`src/rtl/bam_pkg.sv`:
```
package bam_pkg;

   localparam int PIX_W  = 8;
   localparam int SUM_W  = 20;
   localparam int CH_N   = 4;
   localparam int CFG_W  = 12;
   localparam int CIDX_W = 2;
   localparam int STEP_W = 5;

   localparam int MAX_WIDTH  = 2048;
   localparam int MAX_HEIGHT = 2048;
   localparam int MAX_BLOCK  = 64;

   localparam logic [CIDX_W-1:0] CFG_WIDTH  = 2'd0;
   localparam logic [CIDX_W-1:0] CFG_HEIGHT = 2'd1;
   localparam logic [CIDX_W-1:0] CFG_BLOCK  = 2'd2;

   typedef enum logic [1:0] {
      ST_IDLE,
      ST_READ,
      ST_DIV,
      ST_OUT
   } state_type;

   typedef struct packed {
      logic accept;
      logic update;
      logic div_step;
   } cmd_type;

   typedef struct packed {
      logic emit;
      logic div_last;
   } status_type;

endpackage

```
`src/rtl/bam_ctrl.sv`:
```
module bam_ctrl (
   input  logic                clock,
   input  logic                reset,
   input  logic                req_valid,
   output logic                req_ready,
   output logic                rsp_valid,
   input  logic                rsp_ready,
   input  bam_pkg::status_type status,
   output bam_pkg::cmd_type    cmd
);

   bam_pkg::state_type state_ff, state_in;

   always_ff @(posedge clock) begin
      if (reset) begin
         state_ff <= bam_pkg::ST_IDLE;
      end else begin
         state_ff <= state_in;
      end
   end

   always_comb begin
      state_in  = state_ff;
      req_ready = 1'b0;
      rsp_valid = 1'b0;
      cmd       = '0;
      unique case (state_ff)
         bam_pkg::ST_IDLE: begin
            req_ready = 1'b1;
            if (req_valid) begin
               cmd.accept = 1'b1;
               state_in   = bam_pkg::ST_READ;
            end
         end
         bam_pkg::ST_READ: begin
            cmd.update = 1'b1;
            state_in   = status.emit ? bam_pkg::ST_DIV : bam_pkg::ST_IDLE;
         end
         bam_pkg::ST_DIV: begin
            cmd.div_step = 1'b1;
            if (status.div_last) begin
               state_in = bam_pkg::ST_OUT;
            end
         end
         bam_pkg::ST_OUT: begin
            rsp_valid = 1'b1;
            if (rsp_ready) begin
               state_in = bam_pkg::ST_IDLE;
            end
         end
         default: state_in = bam_pkg::ST_IDLE;
      endcase
   end

endmodule

```
`config.mk`:
```
export PLATFORM = sky130hd
export DESIGN_NAME = bam_ctrl
export DESIGN_NICKNAME = d
export VERILOG_FILES = /design/src/rtl/bam_pkg.sv /design/src/rtl/bam_ctrl.sv
export SDC_FILE = /design/constraint.sdc
export NUM_CORES = 1
export LEC_CHECK = 0
export BUFFER_PORTS_ARGS = -buffer_cell sky130_fd_sc_hd__buf_2
export CAP_MARGIN = 20
export CORE_AREA = 2 2 39 41
export DETAILED_ROUTE_END_ITERATION = 12
export DIE_AREA = 0 0 41 43
export SYNTH_ARGS = -nofsm -noshare
export SYNTH_HDL_FRONTEND = slang
export SYNTH_SLANG_ARGS = --single-unit
```
`constraint.sdc`:
```
create_clock -name clock -period 1.04 [get_ports clock]
set_input_delay 0.104 -clock clock [delete_from_list [all_inputs] [get_ports clock]]
set_output_delay 0.104 -clock clock [all_outputs]
set_load 0.01 [all_outputs]
```
Word level (Yosys, flattened, before mapping)
Index checks and enable logic that the tools add are counted.
{ "word_totals": {"regBits": 2, "input_bits": 6, "word_cells": 20} }
{ "op_classes": {"eq_ne": 6, "muxes": 11, "n_reduce_logical": 2} }
{ "op_table": {"columns": ["operator", "n"], "rows": [
  ["two-way mux 2 bit", 4],
  ["case mux 2 bit (4 select lines)", 1],
  ["two-way mux 1 bit", 6],
  ["!= test 2 bit, second input constant", 3],
  ["== test 2 bit, second input constant", 2],
  ["AND reduction 3 bit", 1],
  ["== test 2 x 1 -> 1 bit, second input constant", 1],
  ["logical NOT 2 bit", 1]
]} }

Longest topological paths before layout
Gate-level depths: netlist of the first run.
{ "logic_depth": {"word_depth": 3, "depth_mapped": 3, "depth_no_buf": 3} }

Worst setup path after synthesis of the first run
No wires, ideal clock.
{ "synth_path": {"kind": "reg-to-reg", "startpoint": "register (tool-made name)", "endpoint": "register state_ff[0]", "setup_time_ps": 127, "arrival_ps": 729, "required_time_ps": 913, "slack_ps": 184, "path_stages_with_launch": 4, "period_less_slack_ps": 856, "path_cell_list": "dfxtp_1 nor2b_1 a211oi_1 a211oi_1"} }
{ "synth_lines": {"columns": ["element", "line_no", "text"], "rows": [
  ["end signal: assignment", "bam_ctrl.sv:16", "state_ff <= bam_pkg::ST_IDLE;"],
  ["end signal: assignment", "bam_ctrl.sv:18", "state_ff <= state_in;"],
  ["end: declaration", "bam_ctrl.sv:12", "bam_pkg::state_type state_ff, state_in;"]
]} }

==> impl_metrics.tcl, run 1 <==
set metrics [dict create \
    grt_setup_unrepaired "yes" \
    routed_via_density 3.209 \
    swShare_pct 24.63 \
    cp_slowest_cell "dfxtp_4" \
    route.detailed.wl_per_inst_microns 7.721 \
    power_density_nw_per_um2 1459 \
    cts.sink_count 2 \
    number_of_antenna_violations_at_the_first_check_in_global_routing 0 \
    tritoncts "built" \
    number_of_nets_with_antenna_violations_after_routing 0 \
    hold_violations 0 \
    global_route.peak_usage_layer "met2" \
    num_io_pins 11 \
    num-nets-final 35 \
    groute.layer.met3.usage_pct 3.141 \
    post_cts_setup_inserts 0 \
    grt_max_degree 9 \
    critPathLaunchType "flop" \
    synth-seq-area-share_pct 34.04 \
    ir_worst_vdd_uv 288.4 \
    crit_path_end_kind "primary output" \
    die_y_microns 43 \
    seq_area_sq_um 47.55 \
    row_count 14 \
    dr_total_vias 138 \
    gr-total-overflow 0 \
    wire_length_of_the_first_global_routing_pass_microns 434 \
    synth.top_cells.by_area "dfxtp_1 34%, a211oi_1 13%, and2b_2 7.4%" \
    starting_utilization_of_the_core_area_pct 8.499 \
    ratio_of_final_minimum_period_to_clock_period_pct 99.79 \
    summed_area_of_non_filler_cells_in_the_final_layout_sq_um 240.2 \
    timing.slew.headroom_pct 85.47 \
    diodes 0 \
    synth_seq_cells 2 \
    timing.fmax_mhz 963.5 \
    design.core.area_sq_um 1384 \
    ctsHtreeMaxLevel 1 \
    number_of_warnings_reported_in_the_yosys_synthesis_log 0 \
    post-route-min-period_ps 1038 \
    critical-path-max-stage-delay_ps 370 \
    clockBufferDepth 2 \
    synth.largest_area_cell "dfxtp_1" \
    drc_errors 0 \
    synth_largest_type_area_fraction_pct 34.04 \
    syn_area_sq_um 117.6 \
    numCtsBuffers 3 \
    yosysUniqueCellTypes 11 \
    worst_skew_late_latency_ps 220 \
    final_cells 43 \
    max_cap_viols 0 \
    use_met2_pct 7.500 \
    power.share.sequential_pct 28.9 \
    globalRouteTotalUtil_pct 4.004 \
    grt_pass1_vias 138 \
    numPortBuffers 10 \
    power.share.combinational_pct 24.5 \
    cp_cell_sequence "and2b_2 -> buf_6" \
    drt_pre_antenna_iters 1 \
    detailed_route_wl_microns 332 \
    status "finished clean" \
    placement_cell_area_sq_um 187.7 \
    die_x_microns 41 \
    place.gp.congestion 0.5357 \
    final_common_cell "buf_2" \
    syn2layout_area_growth_pct 104.3 \
    min_path_type "in2reg" \
    criticalPathCategory "reg2out" \
    layout.cells.most_common_list "8 x buf_2, 3 x clkbuf_4, 2 x a211oi_1, 2 x dfxtp_4, 2 x buf_6" \
    cts.clk_slew.worst_paths_ps 30 \
    timing.critical_path.fanout_max 7 \
    global_route.usage.met1_pct 2.229 \
    final.setup_skew_ps 3.456 \
    synthesis.area_per_instance_sq_um 8.401 \
    power.static_leakage_nw 0.1088 \
    power_frac_clock_pct 46.6 \
    worst-slew-pin-transition_ps 216.6 \
    setup_violations 0 \
    synthesis.nets 20 \
    placed_cells 40 \
    post_synth_inst_count 14 \
    cp.required_ps 940 \
    worst_path_arrival_time_ps 930 \
    cts_root_buf "clkbuf_4" \
    multi_input_comb_area_sq_um 87.58 \
    p_sw_w 0.00008631 \
    intPower_w 0.0002642 \
    power.total_w 0.0003505 \
    report.final.slew_viol_count 0 \
    post_route_cells_drive_above_1_share_pct 74.07 \
    num-fill-cells 164 \
    detail_route.iter0.violations 0 \
    dieArea_sq_um 1763 \
]
final cells by class:
cell class / instances / share of cell area, %
multi-input combinational: 12 / 36.46
tap: 16 / 8.333
sequential: 2 / 19.79
timing repair buffer: 10 / 26.04
clock buffer: 3 / 9.375
worst paths after layout:
check	start	end	slack, ps	depth (start not counted)
setup / recovery	state_ff[0]	cmd[0]	2	2
hold reg to reg	state_ff[0]	state_ff[0]	490	1
setup reg to reg	flop	state_ff[0]	180	3
hold / removal	reset	state_ff[0]	50	2
cell usage after synthesis, drive strengths merged:
master  number
and2b        1
nand2b       1
and2         2
nor2         2
nand2        1
a22oi        1
dfxtp        2
nor2b        2
a211oi       2
worst max-delay path, delay by kind of cell, from the launching register on:
kind | cells | cell delay, ps
buffers and inverters | 1 | 110
and+or+nand+nor | 1 | 230
DFF | 1 | 370
power groups by stage:
stage	clock network, W	registers (W)	logic, W
floorplan	0	0.0000949	0.0000395
global placement	0	0.0000968	0.0000699
detailed placement	0	0.0000978	0.0000706
CTS	0.000171	0.0000997	0.0000721
global route	0.000182	0.000104	0.0000937
finish	0.000163	0.000101	0.0000859
through the flow:
step | TNS [ps] | util, % | worst slack, ps | hold WS (ps)
after global routing | -62.56 | 17.36 | -31.63 | 52.42
after global placement | 0 | 13.56 | 111.9 | 284.1
after detailed placement | 0 | 13.56 | 56.10 | 283.1
final | 0 | 17.36 | 2.132 | 52.87
after floorplan | 0 | - | 184.2 | 176.4
after CTS | -9.716 | 15.73 | -9.716 | 44.69
timing repair:
action | 4_1_cts | 5_1_grt
hold buffers | 0 | 0
cloned | 0 | 0
gates resized for setup | 4 | 5
endpoints found under the setup margin | 4 | 2
logic make-up (layout without fill, tap and decap cells):
kind of cell,count (synthesis),in the layout,synth area share (%)
AND/OR/NAND/NOR,9,9,46.82
AO/OA/AOI/OAI,3,3,19.15
flip-flops,2,2,34.04
buffers and inverters,0,13,0
routing by layer:
metal / vias up / wire (microns)
li1: 75 / -
met4: 0 / 0
met2: 5 / 179
met1: 58 / 133
met3: 0 / 19
met5: - / 0
No activity file was read; power rests on OpenSTA's default activity.
==> run 2: changes to the inputs <==
--- a/constraint.sdc
+++ b/constraint.sdc
@@ -3,2 +3,2 @@
 set_output_delay 0.104 -clock clock [all_outputs]
-set_load 0.01 [all_outputs]
+set_load 0.005 [all_outputs]
==> impl_metrics.tcl, run 2 (synthesis gave the netlist of run 1 again) <==
set metrics [dict create \
    status "finished clean" \
    intPower_w 0.0002637 \
    critPathLaunchType "flop" \
    grt_setup_unrepaired "yes" \
    wire_length_of_the_first_global_routing_pass_microns 407 \
    numPortBuffers 10 \
    ir_worst_vdd_uv 288.1 \
    drc_errors 0 \
    diodes 0 \
    cts_hold_buf 0 \
    clockBufferDepth 2 \
    rrSetupSlack_ps 170 \
    fin_tns_setup_ps 0 \
    starting_utilization_of_the_core_area_pct 8.499 \
    min_from "reset" \
    final.setup_skew_ps 3.477 \
    numCtsBuffers 3 \
    routed_via_density 3.163 \
    crit_path_end_kind "primary output" \
    swShare_pct 23.01 \
    timing.critical_path.fanout_max 7 \
    final_common_cell "buf_2" \
    timing.slew.headroom_pct 85.16 \
    hold_violations 0 \
    dieArea_sq_um 1763 \
    detail_route.iter0.violations 0 \
    dr_total_vias 136 \
    timing.fmax_mhz 970.9 \
    die_y_microns 43 \
    cts.clk_slew.worst_paths_ps 30 \
    placed_cells 40 \
    number_of_nets_with_antenna_violations_after_routing 0 \
    worst_skew_late_latency_ps 220 \
    power.share.combinational_pct 22.8 \
    globalRouteTotalUtil_pct 3.704 \
    place.gp.congestion 0.5357 \
    design.core.area_sq_um 1384 \
    power_density_nw_per_um2 1426 \
    critPathLaunch "state_ff[0]" \
    detailed_route_wl_microns 326 \
    num_io_pins 11 \
    ratio_of_final_minimum_period_to_clock_period_pct 99.03 \
    reg2reg_to "state_ff[0]" \
    number_of_antenna_violations_at_the_first_check_in_global_routing 0 \
    grt_max_degree 9 \
    whs_path_depth 2 \
    ctsHtreeMaxLevel 1 \
    post_route_cells_drive_above_1_share_pct 74.07 \
    grt_pass1_vias 126 \
    worst_path_arrival_time_ps 930 \
    p_sw_w 0.00007881 \
    post_cts_setup_inserts 0 \
    final_cells 43 \
    setup_violations 0 \
    cts.sink_count 2 \
    power.share.sequential_pct 29.5 \
    tritoncts "built" \
    power_frac_clock_pct 47.7 \
    criticalPathCategory "reg2out" \
    max_cap_viols 0 \
    num-nets-final 35 \
    row_count 14 \
    cts_root_buf "clkbuf_4" \
    route.detailed.wl_per_inst_microns 7.581 \
    die_x_microns 41 \
    min_delay_worst_endpoint "state_ff[0]" \
    reg2reg_depth 3 \
    min_path_type "in2reg" \
    syn2layout_area_growth_pct 104.3 \
    fin_util_pct 17.36 \
    post-route-min-period_ps 1030 \
    worst-slew-pin-transition_ps 221.2 \
    report.final.slew_viol_count 0 \
    power.static_leakage_nw 0.1088 \
    cp.required_ps 940 \
    layout.cells.most_common_list "8 x buf_2, 3 x clkbuf_4, 2 x a211oi_1, 2 x dfxtp_4, 2 x buf_6" \
    drt_pre_antenna_iters 1 \
    gr-total-overflow 0 \
]
[run 2: cell counts in the layout (fill, tap and decap cells not counted)]
No cell type changed its count.
[run 2: metrics by stage]
| stage | total power [W] | hold slack, ps | setup WS (ps) | cell area [sq um] |
|---|---|---|---|---|
| final | 0.0003425 | 51.64 | 10.08 | 240.2 |
| after global routing | 0.0003720 | 52.42 | -26.60 | 240.2 |
| after CTS | 0.0003322 | 46.54 | -2.974 | 215.2 |
| after floorplan | 0.0001270 | 176.4 | 184.2 | 117.6 |
| after detailed placement | 0.0001609 | 283.1 | 56.10 | 187.7 |
| after global placement | 0.0001593 | 284.1 | 111.9 | 187.7 |
[run 2: how the worst max path moves through the flow]
stage | endpoint | slack (ps)
floorplan | state_ff[0] | 180
global placement | state_ff[0] | 110
detailed placement | state_ff[0] | 60
CTS | cmd[2] | -3
global route | cmd[0] | -30
finish | cmd[0] | 10
[run 2: repair_timing]
item / in CTS / in global routing
endpoints found under the setup margin: 4 / 2
gates resized for setup: 3 / 6
endpoints found under the hold margin: 0 / 0
[run 2: power by group through the flow]
stage	clock [W]	combinational (W)	sequential [W]
detailed placement	0	0.0000631	0.0000978
finish	0.000163	0.0000782	0.000101
CTS	0.000171	0.0000634	0.0000976
global placement	0	0.0000624	0.0000968
floorplan	0	0.0000321	0.0000949
global route	0.000182	0.0000861	0.000104
[run 2: worst max-delay path: stages (launching register included)]
cell,delay (ps)
dfxtp_4,370
and2b_2,230
buf_6,110
[run 2: layer usage]
layer | vias to the layer above | routed length, microns | track usage (%) | part of all wire [%]
li1 | 75 | - | - | -
met3 | 0 | 19 | 3.141 | 5.8
met4 | 0 | 0 | 2.000 | 0
met1 | 56 | 131 | 2.548 | 40
met5 | - | 0 | 0 | 0
met2 | 5 | 175 | 6.250 | 54
[run 2: area by class of cell]
class / instances / area (sq um)
multi-input combinational: 12 / 87.58
timing repair buffer: 10 / 62.56
tap: 16 / 20.02
sequential: 2 / 47.55
fill: 164 / 1144
clock buffer: 3 / 22.52
